[src/hw/rtl/uf2ba_pkg.sv]
// Shared constants, codes and types of the UF2 block acceptor.
`default_nettype none
package uf2ba_pkg;

    localparam int unsigned IMAGE_BYTES = 98304;
    localparam int unsigned PAYLOAD_MAX = 256;
    localparam int unsigned MAX_BLOCKS  = 384;

    localparam logic [31:0] MAGIC_FIRST  = 32'h0A32_4655;
    localparam logic [31:0] MAGIC_SECOND = 32'h9E5D_5157;
    localparam logic [31:0] MAGIC_CLOSE  = 32'h0AB1_6F30;
    localparam logic [31:0] FLAG_FAMILY  = 32'h0000_2000;
    localparam logic [31:0] FAMILY_RESET = 32'hE48B_FF56;
    localparam logic [31:0] BASE_RESET   = 32'h1000_0000;

    localparam int unsigned WORD_W = 32;
    localparam int unsigned OFF_W  = 17;
    localparam int unsigned CNT_W  = 9;
    localparam int unsigned IN_W   = 9 * WORD_W;
    localparam int unsigned OUT_W  = 48;

    // The received map is held as rows of eight flags.
    localparam int unsigned BIT_W    = 3;
    localparam int unsigned ROW_BITS = 1 << BIT_W;
    localparam int unsigned MAP_ROWS = MAX_BLOCKS / ROW_BITS;
    localparam int unsigned ROW_W    = $clog2(MAP_ROWS);

    // Configuration register indexes.
    localparam logic CFG_FAMILY = 1'b0;
    localparam logic CFG_BASE   = 1'b1;

    typedef enum logic [2:0] {
        RSN_OK       = 3'd0,
        RSN_MAGIC    = 3'd1,
        RSN_SIZE     = 3'd2,
        RSN_FAMILY   = 3'd3,
        RSN_BASE     = 3'd4,
        RSN_IMAGE    = 3'd5,
        RSN_TOTAL    = 3'd6,
        RSN_MISMATCH = 3'd7
    } reason_t;

    typedef struct packed {
        logic [WORD_W-1:0] first_magic;
        logic [WORD_W-1:0] second_magic;
        logic [WORD_W-1:0] block_flags;
        logic [WORD_W-1:0] target_address;
        logic [WORD_W-1:0] payload_bytes;
        logic [WORD_W-1:0] block_number;
        logic [WORD_W-1:0] total_blocks;
        logic [WORD_W-1:0] family_word;
        logic [WORD_W-1:0] closing_magic;
    } hdr_t;

    // Outcome of the stateless header checks, handed to the update stage.
    typedef struct packed {
        reason_t          reason;
        logic [OFF_W-1:0] off;
        logic             off_big;
        logic [CNT_W-1:0] psize;
        logic [CNT_W-1:0] bnum;
        logic             total_bad;
        logic [CNT_W-1:0] total;
    } chk_t;

endpackage
`default_nettype wire

[src/hw/rtl/uf2ba_hdr_check.sv]
// Stateless header checks: magic words, limits, family, base and the raw write offset.
`default_nettype none
module uf2ba_hdr_check (
    input  var uf2ba_pkg::hdr_t    hdr,
    input  var logic [31:0]        expected_family,
    input  var logic [31:0]        flash_base,
    output var uf2ba_pkg::chk_t    chk
);

    logic [32:0] diff;

    always_comb
    begin
        diff = {1'b0, hdr.target_address} - {1'b0, flash_base};

        chk.off       = diff[uf2ba_pkg::OFF_W-1:0];
        // Any offset of 2^17 or more is past the image whatever the payload size.
        chk.off_big   = |diff[31:uf2ba_pkg::OFF_W];
        chk.psize     = hdr.payload_bytes[uf2ba_pkg::CNT_W-1:0];
        chk.bnum      = hdr.block_number[uf2ba_pkg::CNT_W-1:0];
        chk.total     = hdr.total_blocks[uf2ba_pkg::CNT_W-1:0];
        chk.total_bad = (hdr.total_blocks == '0) ||
                        (hdr.total_blocks > 32'(uf2ba_pkg::MAX_BLOCKS));

        if ((hdr.first_magic != uf2ba_pkg::MAGIC_FIRST) ||
            (hdr.second_magic != uf2ba_pkg::MAGIC_SECOND) ||
            (hdr.closing_magic != uf2ba_pkg::MAGIC_CLOSE))
        begin
            chk.reason = uf2ba_pkg::RSN_MAGIC;
        end
        else if ((hdr.payload_bytes > 32'(uf2ba_pkg::PAYLOAD_MAX)) ||
                 (hdr.block_number >= 32'(uf2ba_pkg::MAX_BLOCKS)))
        begin
            chk.reason = uf2ba_pkg::RSN_SIZE;
        end
        else if (((hdr.block_flags & uf2ba_pkg::FLAG_FAMILY) != '0) &&
                 (hdr.family_word != expected_family))
        begin
            chk.reason = uf2ba_pkg::RSN_FAMILY;
        end
        else if (diff[32])
        begin
            chk.reason = uf2ba_pkg::RSN_BASE;
        end
        else
        begin
            chk.reason = uf2ba_pkg::RSN_OK;
        end
    end

endmodule
`default_nettype wire

[src/hw/rtl/uf2_block_acceptor.sv]
// Top level of the UF2 block acceptor: header pipeline, received map memory and session state.
//
// The slave stream takes one UF2 block header per beat on s_tdata; the master stream
// returns one status beat per header on m_tdata. A header passes the check stage register,
// the update stage register and the output register, which drives m_tvalid. One header is
// taken every cycle unless the map is being cleared or the output stalls: the check stage,
// the map read and the update stage overlap, and the status sits in an output register,
// so s_tready can stay high while a result waits to be taken. The rate is set by the
// received-map memory, read in the check stage and written back in the update stage; a
// write followed at once by a read of the same row is served from a forwarding register.
// When m_tready is low the output register holds and the two stages behind it fill;
// s_tready drops only once all three are occupied.
// After reset the map memory is cleared one row per cycle with s_tready low; configuration
// writes are taken throughout. Reset also restores the family id and flash base registers
// and closes the session. cfg_we writes cfg_data into register cfg_index (0 expected
// family, 1 flash base) at once.
`default_nettype none
module uf2_block_acceptor (
    input  var logic                         clk,
    input  var logic                         rst_n,
    input  var logic                         cfg_we,
    input  var logic                         cfg_index,
    input  var logic [31:0]                  cfg_data,
    input  var logic                         s_tvalid,
    output var logic                         s_tready,
    // first_magic, second_magic, block_flags, target_address, payload_bytes,
    // block_number, total_blocks, family_word, closing_magic (32 bits each)
    input  var logic [uf2ba_pkg::IN_W-1:0]   s_tdata,
    output var logic                         m_tvalid,
    input  var logic                         m_tready,
    // accepted[0], reject_reason[3:1], write_offset[20:4], image_length[37:21],
    // blocks_received[46:38], image_complete[47]
    output var logic [uf2ba_pkg::OUT_W-1:0]  m_tdata
);

    localparam int unsigned OFF_W = uf2ba_pkg::OFF_W;
    localparam int unsigned CNT_W = uf2ba_pkg::CNT_W;
    localparam int unsigned ROW_W = uf2ba_pkg::ROW_W;
    localparam int unsigned BIT_W = uf2ba_pkg::BIT_W;
    localparam int unsigned ROW_BITS = uf2ba_pkg::ROW_BITS;

    logic [31:0] family_reg;
    logic [31:0] base_reg;

    logic                 clearing_reg;
    logic [ROW_W-1:0]     clr_cnt_reg;

    logic                 a_vld_reg;
    uf2ba_pkg::hdr_t      a_hdr_reg;
    uf2ba_pkg::chk_t      a_chk;

    logic                 b_vld_reg;
    uf2ba_pkg::chk_t      b_chk_reg;
    logic [ROW_BITS-1:0]  rdata_reg;

    logic                 wr_vld_reg;
    logic [ROW_W-1:0]     wr_row_reg;
    logic [ROW_BITS-1:0]  wr_data_reg;

    logic [ROW_BITS-1:0]  map_mem [uf2ba_pkg::MAP_ROWS];

    logic [CNT_W-1:0]     session_reg;
    logic [CNT_W-1:0]     count_reg;
    logic [OFF_W-1:0]     length_reg;
    logic                 complete_reg;

    logic [CNT_W-1:0]     session_next;
    logic [CNT_W-1:0]     count_next;
    logic [OFF_W-1:0]     length_next;
    logic                 complete_next;

    logic                 out_vld_reg;
    logic [uf2ba_pkg::OUT_W-1:0] out_data_reg;

    logic                 out_free;
    logic                 b_adv;
    logic                 a_adv;
    logic                 in_acc;

    logic [ROW_W-1:0]     a_row;
    logic [ROW_W-1:0]     b_row;
    logic [BIT_W-1:0]     b_bit;
    logic [ROW_BITS-1:0]  row_cur;
    logic [ROW_BITS-1:0]  row_new;
    logic                 bit_new;
    logic [OFF_W:0]       end_sum;
    logic                 past_image;
    uf2ba_pkg::reason_t   b_reason;
    logic                 b_ok;
    logic                 map_we;
    logic [uf2ba_pkg::OUT_W-1:0] out_word;

    // Handshake and stage movement.
    assign out_free = !out_vld_reg || m_tready;
    assign b_adv    = b_vld_reg && out_free;
    assign a_adv    = a_vld_reg && (!b_vld_reg || b_adv);
    assign s_tready = !clearing_reg && (!a_vld_reg || a_adv);
    assign in_acc   = s_tvalid && s_tready;

    assign m_tvalid = out_vld_reg;
    assign m_tdata  = out_data_reg;

    uf2ba_hdr_check u_check (
        .hdr             (a_hdr_reg),
        .expected_family (family_reg),
        .flash_base      (base_reg),
        .chk             (a_chk)
    );

    assign a_row = a_chk.bnum[CNT_W-1:BIT_W];
    assign b_row = b_chk_reg.bnum[CNT_W-1:BIT_W];
    assign b_bit = b_chk_reg.bnum[BIT_W-1:0];

    // Update stage: last checks against the session, then the map and counters.
    always_comb
    begin
        end_sum    = {1'b0, b_chk_reg.off} + {{(OFF_W+1-CNT_W){1'b0}}, b_chk_reg.psize};
        past_image = b_chk_reg.off_big || (end_sum > (OFF_W+1)'(uf2ba_pkg::IMAGE_BYTES));

        if (b_chk_reg.reason != uf2ba_pkg::RSN_OK)
        begin
            b_reason = b_chk_reg.reason;
        end
        else if (past_image)
        begin
            b_reason = uf2ba_pkg::RSN_IMAGE;
        end
        else if (b_chk_reg.total_bad)
        begin
            b_reason = uf2ba_pkg::RSN_TOTAL;
        end
        else if ((session_reg != '0) && (b_chk_reg.total != session_reg))
        begin
            b_reason = uf2ba_pkg::RSN_MISMATCH;
        end
        else
        begin
            b_reason = uf2ba_pkg::RSN_OK;
        end
        b_ok = (b_reason == uf2ba_pkg::RSN_OK);

        // The row written on the previous commit may not yet be in the read data.
        if (wr_vld_reg && (wr_row_reg == b_row))
        begin
            row_cur = wr_data_reg;
        end
        else
        begin
            row_cur = rdata_reg;
        end
        bit_new = !row_cur[b_bit];
        row_new = row_cur | (ROW_BITS'(1) << b_bit);

        session_next  = session_reg;
        count_next    = count_reg;
        length_next   = length_reg;
        complete_next = complete_reg;
        if (b_ok)
        begin
            // The map and counters are still at reset when the session opens.
            if (session_reg == '0)
            begin
                session_next = b_chk_reg.total;
            end
            if (end_sum[OFF_W-1:0] > length_reg)
            begin
                length_next = end_sum[OFF_W-1:0];
            end
            count_next = count_reg + CNT_W'(bit_new);
            if (count_next == session_next)
            begin
                complete_next = 1'b1;
            end
        end

        map_we = b_adv && b_ok;

        out_word = {complete_next, count_next, length_next,
                    (b_ok ? b_chk_reg.off : {OFF_W{1'b0}}), b_reason, b_ok};
    end

    // Configuration registers.
    always_ff @(posedge clk or negedge rst_n)
    begin
        if (!rst_n)
        begin
            family_reg <= uf2ba_pkg::FAMILY_RESET;
            base_reg   <= uf2ba_pkg::BASE_RESET;
        end
        else if (cfg_we)
        begin
            case (cfg_index)
                uf2ba_pkg::CFG_FAMILY: family_reg <= cfg_data;
                uf2ba_pkg::CFG_BASE:   base_reg   <= cfg_data;
                default:               family_reg <= family_reg;
            endcase
        end
    end

    // Control state and session state.
    always_ff @(posedge clk or negedge rst_n)
    begin
        if (!rst_n)
        begin
            clearing_reg <= 1'b1;
            clr_cnt_reg  <= '0;
            a_vld_reg    <= 1'b0;
            b_vld_reg    <= 1'b0;
            out_vld_reg  <= 1'b0;
            wr_vld_reg   <= 1'b0;
            session_reg  <= '0;
            count_reg    <= '0;
            length_reg   <= '0;
            complete_reg <= 1'b0;
        end
        else
        begin
            if (clearing_reg)
            begin
                if (clr_cnt_reg == ROW_W'(uf2ba_pkg::MAP_ROWS - 1))
                begin
                    clearing_reg <= 1'b0;
                end
                else
                begin
                    clr_cnt_reg <= clr_cnt_reg + ROW_W'(1);
                end
            end

            if (in_acc)
            begin
                a_vld_reg <= 1'b1;
            end
            else if (a_adv)
            begin
                a_vld_reg <= 1'b0;
            end

            if (a_adv)
            begin
                b_vld_reg <= 1'b1;
            end
            else if (b_adv)
            begin
                b_vld_reg <= 1'b0;
            end

            if (b_adv)
            begin
                out_vld_reg <= 1'b1;
            end
            else if (m_tready)
            begin
                out_vld_reg <= 1'b0;
            end

            if (map_we)
            begin
                wr_vld_reg   <= 1'b1;
                session_reg  <= session_next;
                count_reg    <= count_next;
                length_reg   <= length_next;
                complete_reg <= complete_next;
            end
        end
    end

    // Payload registers of the pipeline.
    always_ff @(posedge clk)
    begin
        if (in_acc)
        begin
            a_hdr_reg.first_magic    <= s_tdata[31:0];
            a_hdr_reg.second_magic   <= s_tdata[63:32];
            a_hdr_reg.block_flags    <= s_tdata[95:64];
            a_hdr_reg.target_address <= s_tdata[127:96];
            a_hdr_reg.payload_bytes  <= s_tdata[159:128];
            a_hdr_reg.block_number   <= s_tdata[191:160];
            a_hdr_reg.total_blocks   <= s_tdata[223:192];
            a_hdr_reg.family_word    <= s_tdata[255:224];
            a_hdr_reg.closing_magic  <= s_tdata[287:256];
        end
        if (a_adv)
        begin
            b_chk_reg <= a_chk;
        end
        if (b_adv)
        begin
            out_data_reg <= out_word;
        end
        if (map_we)
        begin
            wr_row_reg  <= b_row;
            wr_data_reg <= row_new;
        end
    end

    // Received map memory: one write port, one registered read port.
    always_ff @(posedge clk)
    begin
        if (clearing_reg)
        begin
            map_mem[clr_cnt_reg] <= '0;
        end
        else if (map_we)
        begin
            map_mem[b_row] <= row_new;
        end
        if (a_adv)
        begin
            rdata_reg <= map_mem[a_row];
        end
    end

`ifndef SYNTH
    a_accept_matches_reason: assert property (@(posedge clk) disable iff (!rst_n)
        m_tvalid |-> (m_tdata[0] == (m_tdata[3:1] == uf2ba_pkg::RSN_OK)))
        else $error("accepted flag disagrees with reject reason");

    a_count_within_map: assert property (@(posedge clk) disable iff (!rst_n)
        count_reg <= CNT_W'(uf2ba_pkg::MAX_BLOCKS))
        else $error("received count exceeds the number of map entries");

    a_complete_consistent: assert property (@(posedge clk) disable iff (!rst_n)
        complete_reg |-> ((session_reg != '0) && (count_reg >= session_reg)))
        else $error("complete flag set without all blocks received");

    a_no_accept_while_clearing: assert property (@(posedge clk) disable iff (!rst_n)
        clearing_reg |-> (!a_vld_reg && !b_vld_reg && !map_we))
        else $error("header in flight during map clearing");
`endif

endmodule
`default_nettype wire

[config.mk]
export PLATFORM = sky130hd
export DESIGN_NAME = uf2_block_acceptor
export DESIGN_NICKNAME = d
export VERILOG_FILES = /design/src/hw/rtl/uf2ba_pkg.sv /design/src/hw/rtl/uf2ba_hdr_check.sv /design/src/hw/rtl/uf2_block_acceptor.sv
export SDC_FILE = /design/constraint.sdc
export NUM_CORES = 1
export LEC_CHECK = 0
export BUFFER_PORTS_ARGS = -buffer_cell sky130_fd_sc_hd__buf_2
export CORE_ASPECT_RATIO = 0.9
export CORE_MARGIN = 2
export CORE_UTILIZATION = 60
export CTS_BUF_LIST = sky130_fd_sc_hd__clkbuf_4
export DETAILED_ROUTE_END_ITERATION = 8
export PLACE_DENSITY_LB_ADDON = 0.12
export SETUP_SLACK_MARGIN = 0.2
export SLEW_MARGIN = 20
export SYNTH_ARGS = -nofsm -noshare
export SYNTH_HDL_FRONTEND = slang
export SYNTH_SLANG_ARGS = --single-unit
[constraint.sdc]
create_clock -name clk -period 8.38 [get_ports clk]
set_input_delay 1.676 -clock clk [delete_from_list [all_inputs] [get_ports clk]]
set_output_delay 1.676 -clock clk [all_outputs]
set_load 0.02 [all_outputs]
Word level (Yosys, flattened, before mapping) --
Memory sizes are Yosys's and may differ from the RTL's. A register that Yosys moved wholly into a read port is not among the register bits. Index checks and enable logic that the tools add are counted.
Operators by class: $add $sub $neg 4, order comparisons 6, eq/ne operators 8, shift-type cells 1, muxes and demuxes 33, bitwise logic cells 3, reductions and logical operators 36
Operators with widths (number):
- > comparator 32 x 9 -> 1 bit (second input constant) | 2
- inequality test 32 x 28 -> 1 bit (second input constant) | 2
- two-way mux 17 bit | 2
- subtractor 32 x 32 -> 33 bit | 1
- greater-or-equal comparator 32 x 9 -> 1 bit (second input constant) | 1
- logical NOT 32 bit | 1
- inequality test 32 bit | 1
- inequality test 32 bit (second input constant) | 1
- two-way mux 9 bit | 3
- adder 17 x 9 -> 18 bit | 1
- > comparator 18 x 17 -> 1 bit (second input constant) | 1
- > comparator 17 bit | 1
- two-way mux 1 bit | 17
- two-way mux 8 bit | 2
- two-way mux 3 bit | 5
- OR reduction 15 bit | 1
- adder 9 x 1 -> 9 bit | 1
- equality test 9 bit | 1
- logical NOT 9 bit | 1
- inequality test 9 bit | 1
- nonzero test 9 bit | 1
- logical AND 1 bit | 8
- logical OR 1 bit | 8
- bitwise OR 8 bit | 1
- 16 further kinds | 27
Storage, ports and cells: bits in registers 492, RAM bits 384, input port bits 326, output and inout port bits 50, logic and storage cells 125, memories 1
Memories:
- map_mem | depth 48, width 8, rd ports 1, clocked after memory_dff 1, write ports 1, RTL line uf2_block_acceptor.sv:60 | logic [ROW_BITS-1:0] map_mem [uf2ba_pkg::MAP_ROWS];

Logic depth before layout (Yosys ltp) --
word-level depth 13, gate-level depth with buffers 17, mapped depth without buffers 16

Hierarchy --
From an unflattened synthesis, not the netlist that was laid out.
Second synthesis, totals: cells, all modules 2175, area total of the unflattened synthesis 37224.5 um^2
Modules (own cells, without submodules):
- uf2_block_acceptor | instances 1, cells an instance 1754, area an instance 34361.7 um^2, seq. area each 26558.0 um^2
- uf2ba_hdr_check | instances 1, cells an instance 421, area an instance 2862.7 um^2, seq. area each 0.0 um^2

Worst setup path after synthesis --
Ideal clock, no wire load.
kind in2reg, start point in m_tready, end point reg a_hdr_reg[0] (netlist bit), enable pin, setup time 0.650 ns, arrival time 8.087 ns, data required time 7.730 ns, slack -0.358 ns, cell stages on the path 3, buffers on the path 0, cells stage by stage nor2b_1 a31oi_1 and2_1
Between the ends: cells in the longest elaborated chain, start to end 7
Ends and longest elaborated chain:
- from (decl) | RTL line uf2_block_acceptor.sv:30 | input var logic m_tready,
- logical OR 1 bit | RTL line uf2_block_acceptor.sv:94 | assign out_free = !out_vld_reg || m_tready;
- logical AND 1 bit | RTL line uf2_block_acceptor.sv:95 | assign b_adv = b_vld_reg && out_free;
- logical OR 1 bit | RTL line uf2_block_acceptor.sv:96 | assign a_adv = a_vld_reg && (!b_vld_reg || b_adv);
- logical AND 1 bit | RTL line uf2_block_acceptor.sv:96
- logical OR 1 bit | RTL line uf2_block_acceptor.sv:97 | assign s_tready = !clearing_reg && (!a_vld_reg || a_adv);
- logical AND 1 bit | RTL line uf2_block_acceptor.sv:97
- via s_tready | RTL line uf2_block_acceptor.sv:25 | output var logic s_tready,
- logical AND 1 bit | RTL line uf2_block_acceptor.sv:98 | assign in_acc = s_tvalid && s_tready;
- via in_acc | RTL line uf2_block_acceptor.sv:78 | logic in_acc;
- to (decl) | RTL line uf2_block_acceptor.sv:49 | uf2ba_pkg::hdr_t a_hdr_reg;
The timed path passes the listed nets, and every way through them passes these cells. A chain may end at the register's enable or synchronous reset.

Worst setup path after layout --
start point reg b_chk_reg[30] (netlist bit), end point mem map_mem[44][3] (netlist bit), enable pin
Between the ends: cells in the longest elaborated chain, start to end 12, elaborated cells on any way between the ends 13, classes of those cells add/sub (1); order compare (1); mux (7); reduce/logical (4)
Ends and longest elaborated chain:
- from (decl) | RTL line uf2_block_acceptor.sv:53 | uf2ba_pkg::chk_t b_chk_reg;
- from (signal assigned) | RTL line uf2_block_acceptor.sv:285 | b_chk_reg <= a_chk;
- adder 17 x 9 -> 18 bit (*) | RTL line uf2_block_acceptor.sv:117 | end_sum = {1'b0, b_chk_reg.off} + {{(OFF_W+1-CNT_W){1'b0}}, b_chk_reg.psize};
- > comparator 18 x 17 -> 1 bit (*) | RTL line uf2_block_acceptor.sv:118 | past_image = b_chk_reg.off_big || (end_sum > (OFF_W+1)'(uf2ba_pkg::IMAGE_BYTES));
- logical OR 1 bit (*) | RTL line uf2_block_acceptor.sv:118
- two-way mux 3 bit (*) | RTL line uf2_block_acceptor.sv:124 | else if (past_image)
- two-way mux 3 bit (*) | RTL line uf2_block_acceptor.sv:120 | if (b_chk_reg.reason != uf2ba_pkg::RSN_OK)
- logical NOT 3 bit (*) | RTL line uf2_block_acceptor.sv:140 | b_ok = (b_reason == uf2ba_pkg::RSN_OK);
- logical AND 1 bit (*) | RTL line uf2_block_acceptor.sv:176 | map_we = b_adv && b_ok;
- two-way mux 1 bit (*) | RTL line uf2_block_acceptor.sv:305 | else if (map_we)
- two-way mux 1 bit (*) | RTL line uf2_block_acceptor.sv:301 | if (clearing_reg)
- two-way mux 1 bit (not written as such) (*) | RTL line uf2_block_acceptor.sv:307 | map_mem[b_row] <= row_new;
- OR reduction 8 bit (no source line)
- two-way mux 6 bit (no source line) or two-way mux 1 bit (tied branches)
- to (decl) | RTL line uf2_block_acceptor.sv:60
Mark *: on every way between the ends. The rest lies on a longest branch, timed or not.

==> impl_metrics.tcl <==
set metrics [dict create \
    cp.required_ns 9.01 \
    pin_count 376 \
    syn_inst 2022 \
    peakVddDrop_mv 0.172 \
    synthAdderAreaFrac_pct 2.26 \
    finalHoldViolCount 0 \
    drtAntennaViolNets 0 \
    synth_commonest_cells "edfxtp_1 (760), mux4_2 (122), nor2_1 (98), dfrtp_1 (89), xnor2_1 (88)" \
    clk_pin_slew_ns 0.07 \
    ys_types 67 \
    slew_headroom_pct 19.9 \
    reg2reg_from "b_chk_reg[30]$_DFFE_PP_" \
    holdBufCountCts 0 \
    synthSimpleGateAreaFrac_pct 5.88 \
    grt_usage_pct 26.6 \
    rr_endpoint "map_mem[44][3]$_DFFE_PP_" \
    place_congestion 0.879 \
    grt_pass1_vias 20600 \
    cts_post_setup_buffers_inserted 0 \
    synth_fp_nets 2411 \
    setup_violations 0 \
    rrSetupSlack_ns 3.52 \
    ys_warn_count 0 \
    postSynthAreaPerCell_um2 17.5 \
    cts_tree "built" \
    setup.worst_path.end "map_mem[44][3]$_DFFE_PP_" \
    period_share_pct 58.0 \
    synth_ff_type "edfxtp_1" \
    vias_per_cell 5.80 \
    grt_remaining_overflow 0 \
    largest_register_ffs 384 \
    synth-compound-area-share_pct 3.76 \
    synthArstFlopShare_pct 12.7 \
    finalWirelength_um 79200 \
    dp_hpwl_um 53300 \
    cts_resized 0 \
    fin_tns_setup_ns 0 \
    synth_edf_count 760 \
    dieArea_um2 61100 \
    status "finished, final reports clean" \
    antenna_found_initial 10 \
    synthXorXnorAreaFrac_pct 2.69 \
    cts.sinks 871 \
    grt_use_met2_pct 40.7 \
    met1_usage_pct 37.8 \
    ys_top_cells_by_area "edfxtp_1 (64%), mux4_2 (7.7%), dfrtp_1 (6.3%)" \
    worstSetupPathType "flop to flop" \
    worstMarginPinSlew_ns 1.20 \
    drv_slew 0 \
    rows 84 \
    p_leak_nw 14.1 \
    holdPathStages 0 \
    yosysSeqAreaShare_pct 72.2 \
    root_buffer "clkbuf_4" \
    hp-class "flop to flop" \
    grt_pass1_wl_um 120000 \
    final_nets 2930 \
    numCtsBuffers 207 \
    finClkSkew_ns 0.0740 \
    fmax_mhz 206 \
    clock_path_buffers 3 \
    finalCriticalPeriod_ns 4.86 \
    synthMuxAreaShare_pct 11.7 \
    grt-busiest-layer "met2" \
    core_um2 58400 \
    start_util_pct 60.7 \
    finalPower_mw 9.64 \
    arrival_ns 5.49 \
    synth_most_common_cell "edfxtp_1" \
    yosys.area.top_type_share_pct 64.3 \
    grt_setup_unrepaired "no" \
    routedWlPerCell_um 22.6 \
    drt_iter0_drc 1717 \
    reg2reg_depth 11 \
    ys_ff_latch 871 \
    area_delta_synth_final_pct 15.7 \
    post_route_cells_drive_above_1_share_pct 36.1 \
    grtUsageMet3_pct 6.45 \
    clk_latency_ns 1.05 \
    grt_start_max_net_pins 214 \
    firstDrtPassIters 7 \
    numPortBuffers 344 \
    ctsHtreeMaxLevel 4 \
    die_y_um 235 \
    power.density_nw_per_um2 235 \
    synth_top_family_by_area "multiplexers" \
    via_count 20300 \
    path_max_fanout 19 \
    max_cap_viol_count 0 \
    drcViolationCount 0 \
    yosys.area.top_type "edfxtp_1" \
    synthesis.area_um2 35500 \
    crit_start "b_chk_reg[30]$_DFFE_PP_" \
    die_w_um 260 \
    end_kind "flop" \
    cp-start-kind "flop" \
]
==> critical path, cell delays in order, from the launching register on <==
cell,delay (ns)
edfxtp_1,0.44
ha_1,0.32
a211oi_2,0.23
o21bai_1,0.18
a211oi_2,0.52
mux2_2,0.41
nor3_2,0.17
a41oi_2,0.30
nor3b_2,0.28
buf_4,0.29
a31oi_1,0.45
nor2_1,0.88
==> worst min-delay path by stage <==
stage | slack [ns] | start | end
2_1_floorplan | 0.40 | a_hdr_reg[96]$_DFFE_PP_ | b_bit[0]$_DFFE_PP_
3_3_place_gp | 0.41 | a_hdr_reg[97]$_DFFE_PP_ | b_bit[1]$_DFFE_PP_
3_5_place_dp | 0.41 | a_hdr_reg[98]$_DFFE_PP_ | b_bit[2]$_DFFE_PP_
4_1_cts | 0.43 | a_hdr_reg[98]$_DFFE_PP_ | b_bit[2]$_DFFE_PP_
5_1_grt | 0.43 | a_hdr_reg[98]$_DFFE_PP_ | b_bit[2]$_DFFE_PP_
6_report | 0.43 | a_hdr_reg[98]$_DFFE_PP_ | b_bit[2]$_DFFE_PP_
==> kinds of logic (layout without fill, tap and decap cells) <==
family          after synthesis  in the layout
xor+xnor                    109            109
mux                         250            250
buf+inv                     133            836
simple gates                391            391
fa+ha+maj                    63             63
flops                       871            871
compound gates              205            205
other cells                   0              6
==> cells in the final DEF (no fill, tap or decap), types with 40 or more instances in the layout <==
master | Yosys | layout
buf_2 | 5 | 343
ha_1 | 61 | 61
clkbuf_4 | 0 | 325
inv_1 | 72 | 71
mux2_2 | 85 | 85
a21oi_1 | 60 | 56
o21ai_0 | 40 | 40
xnor2_1 | 88 | 88
edfxtp_1 | 760 | 760
nor2_1 | 98 | 98
dfrtp_1 | 89 | 89
clkinv_1 | 0 | 50
mux4_2 | 122 | 122
nand2_1 | 75 | 75
==> power breakdown <==
part           switching [mW]  internal (mW)  total (mW)
clock network            1.66           1.81        3.47
logic                   0.621          0.447        1.07
registers               0.135           4.97        5.10
total                    2.41           7.22        9.64
==> stage by stage <==
stage          hold WS, ns  setup WS [ns]  instances  instance area [um2]  util, %
2_1_floorplan        0.400           2.49       2022                35500        -
3_3_place_gp         0.414           3.43       3105                38200     65.4
3_5_place_dp         0.406           3.52       3105                38200     65.4
4_1_cts              0.434           3.53       3498                41000     70.1
5_1_grt              0.432           3.25       3502                41000     70.2
6_report             0.428           3.52       3505                41000     70.2
==> final cells by class <==
| type | count | area (um2) |
|---|---|---|
| tap | 774 | 968 |
| sequential | 871 | 25600 |
| clock buffer | 325 | 2440 |
| timing repair buffer | 371 | 1980 |
| fill | 3892 | 17400 |
| multi-input combinational | 1018 | 9410 |
| inverter | 72 | 270 |
| antenna | 6 | 15.0 |
| clock inverter | 68 | 335 |
==> layer usage <==
layer / wire length (um) / up-vias / part of all wire, %
met3: 7010 / 127 / 8.8
met4: 1650 / 12 / 2.1
met1: 32600 / 10100 / 41
li1: - / 9140 / -
met5: 85 / - / 0.11
met2: 37900 / 897 / 48
Power figures use the tool's default switching activity.
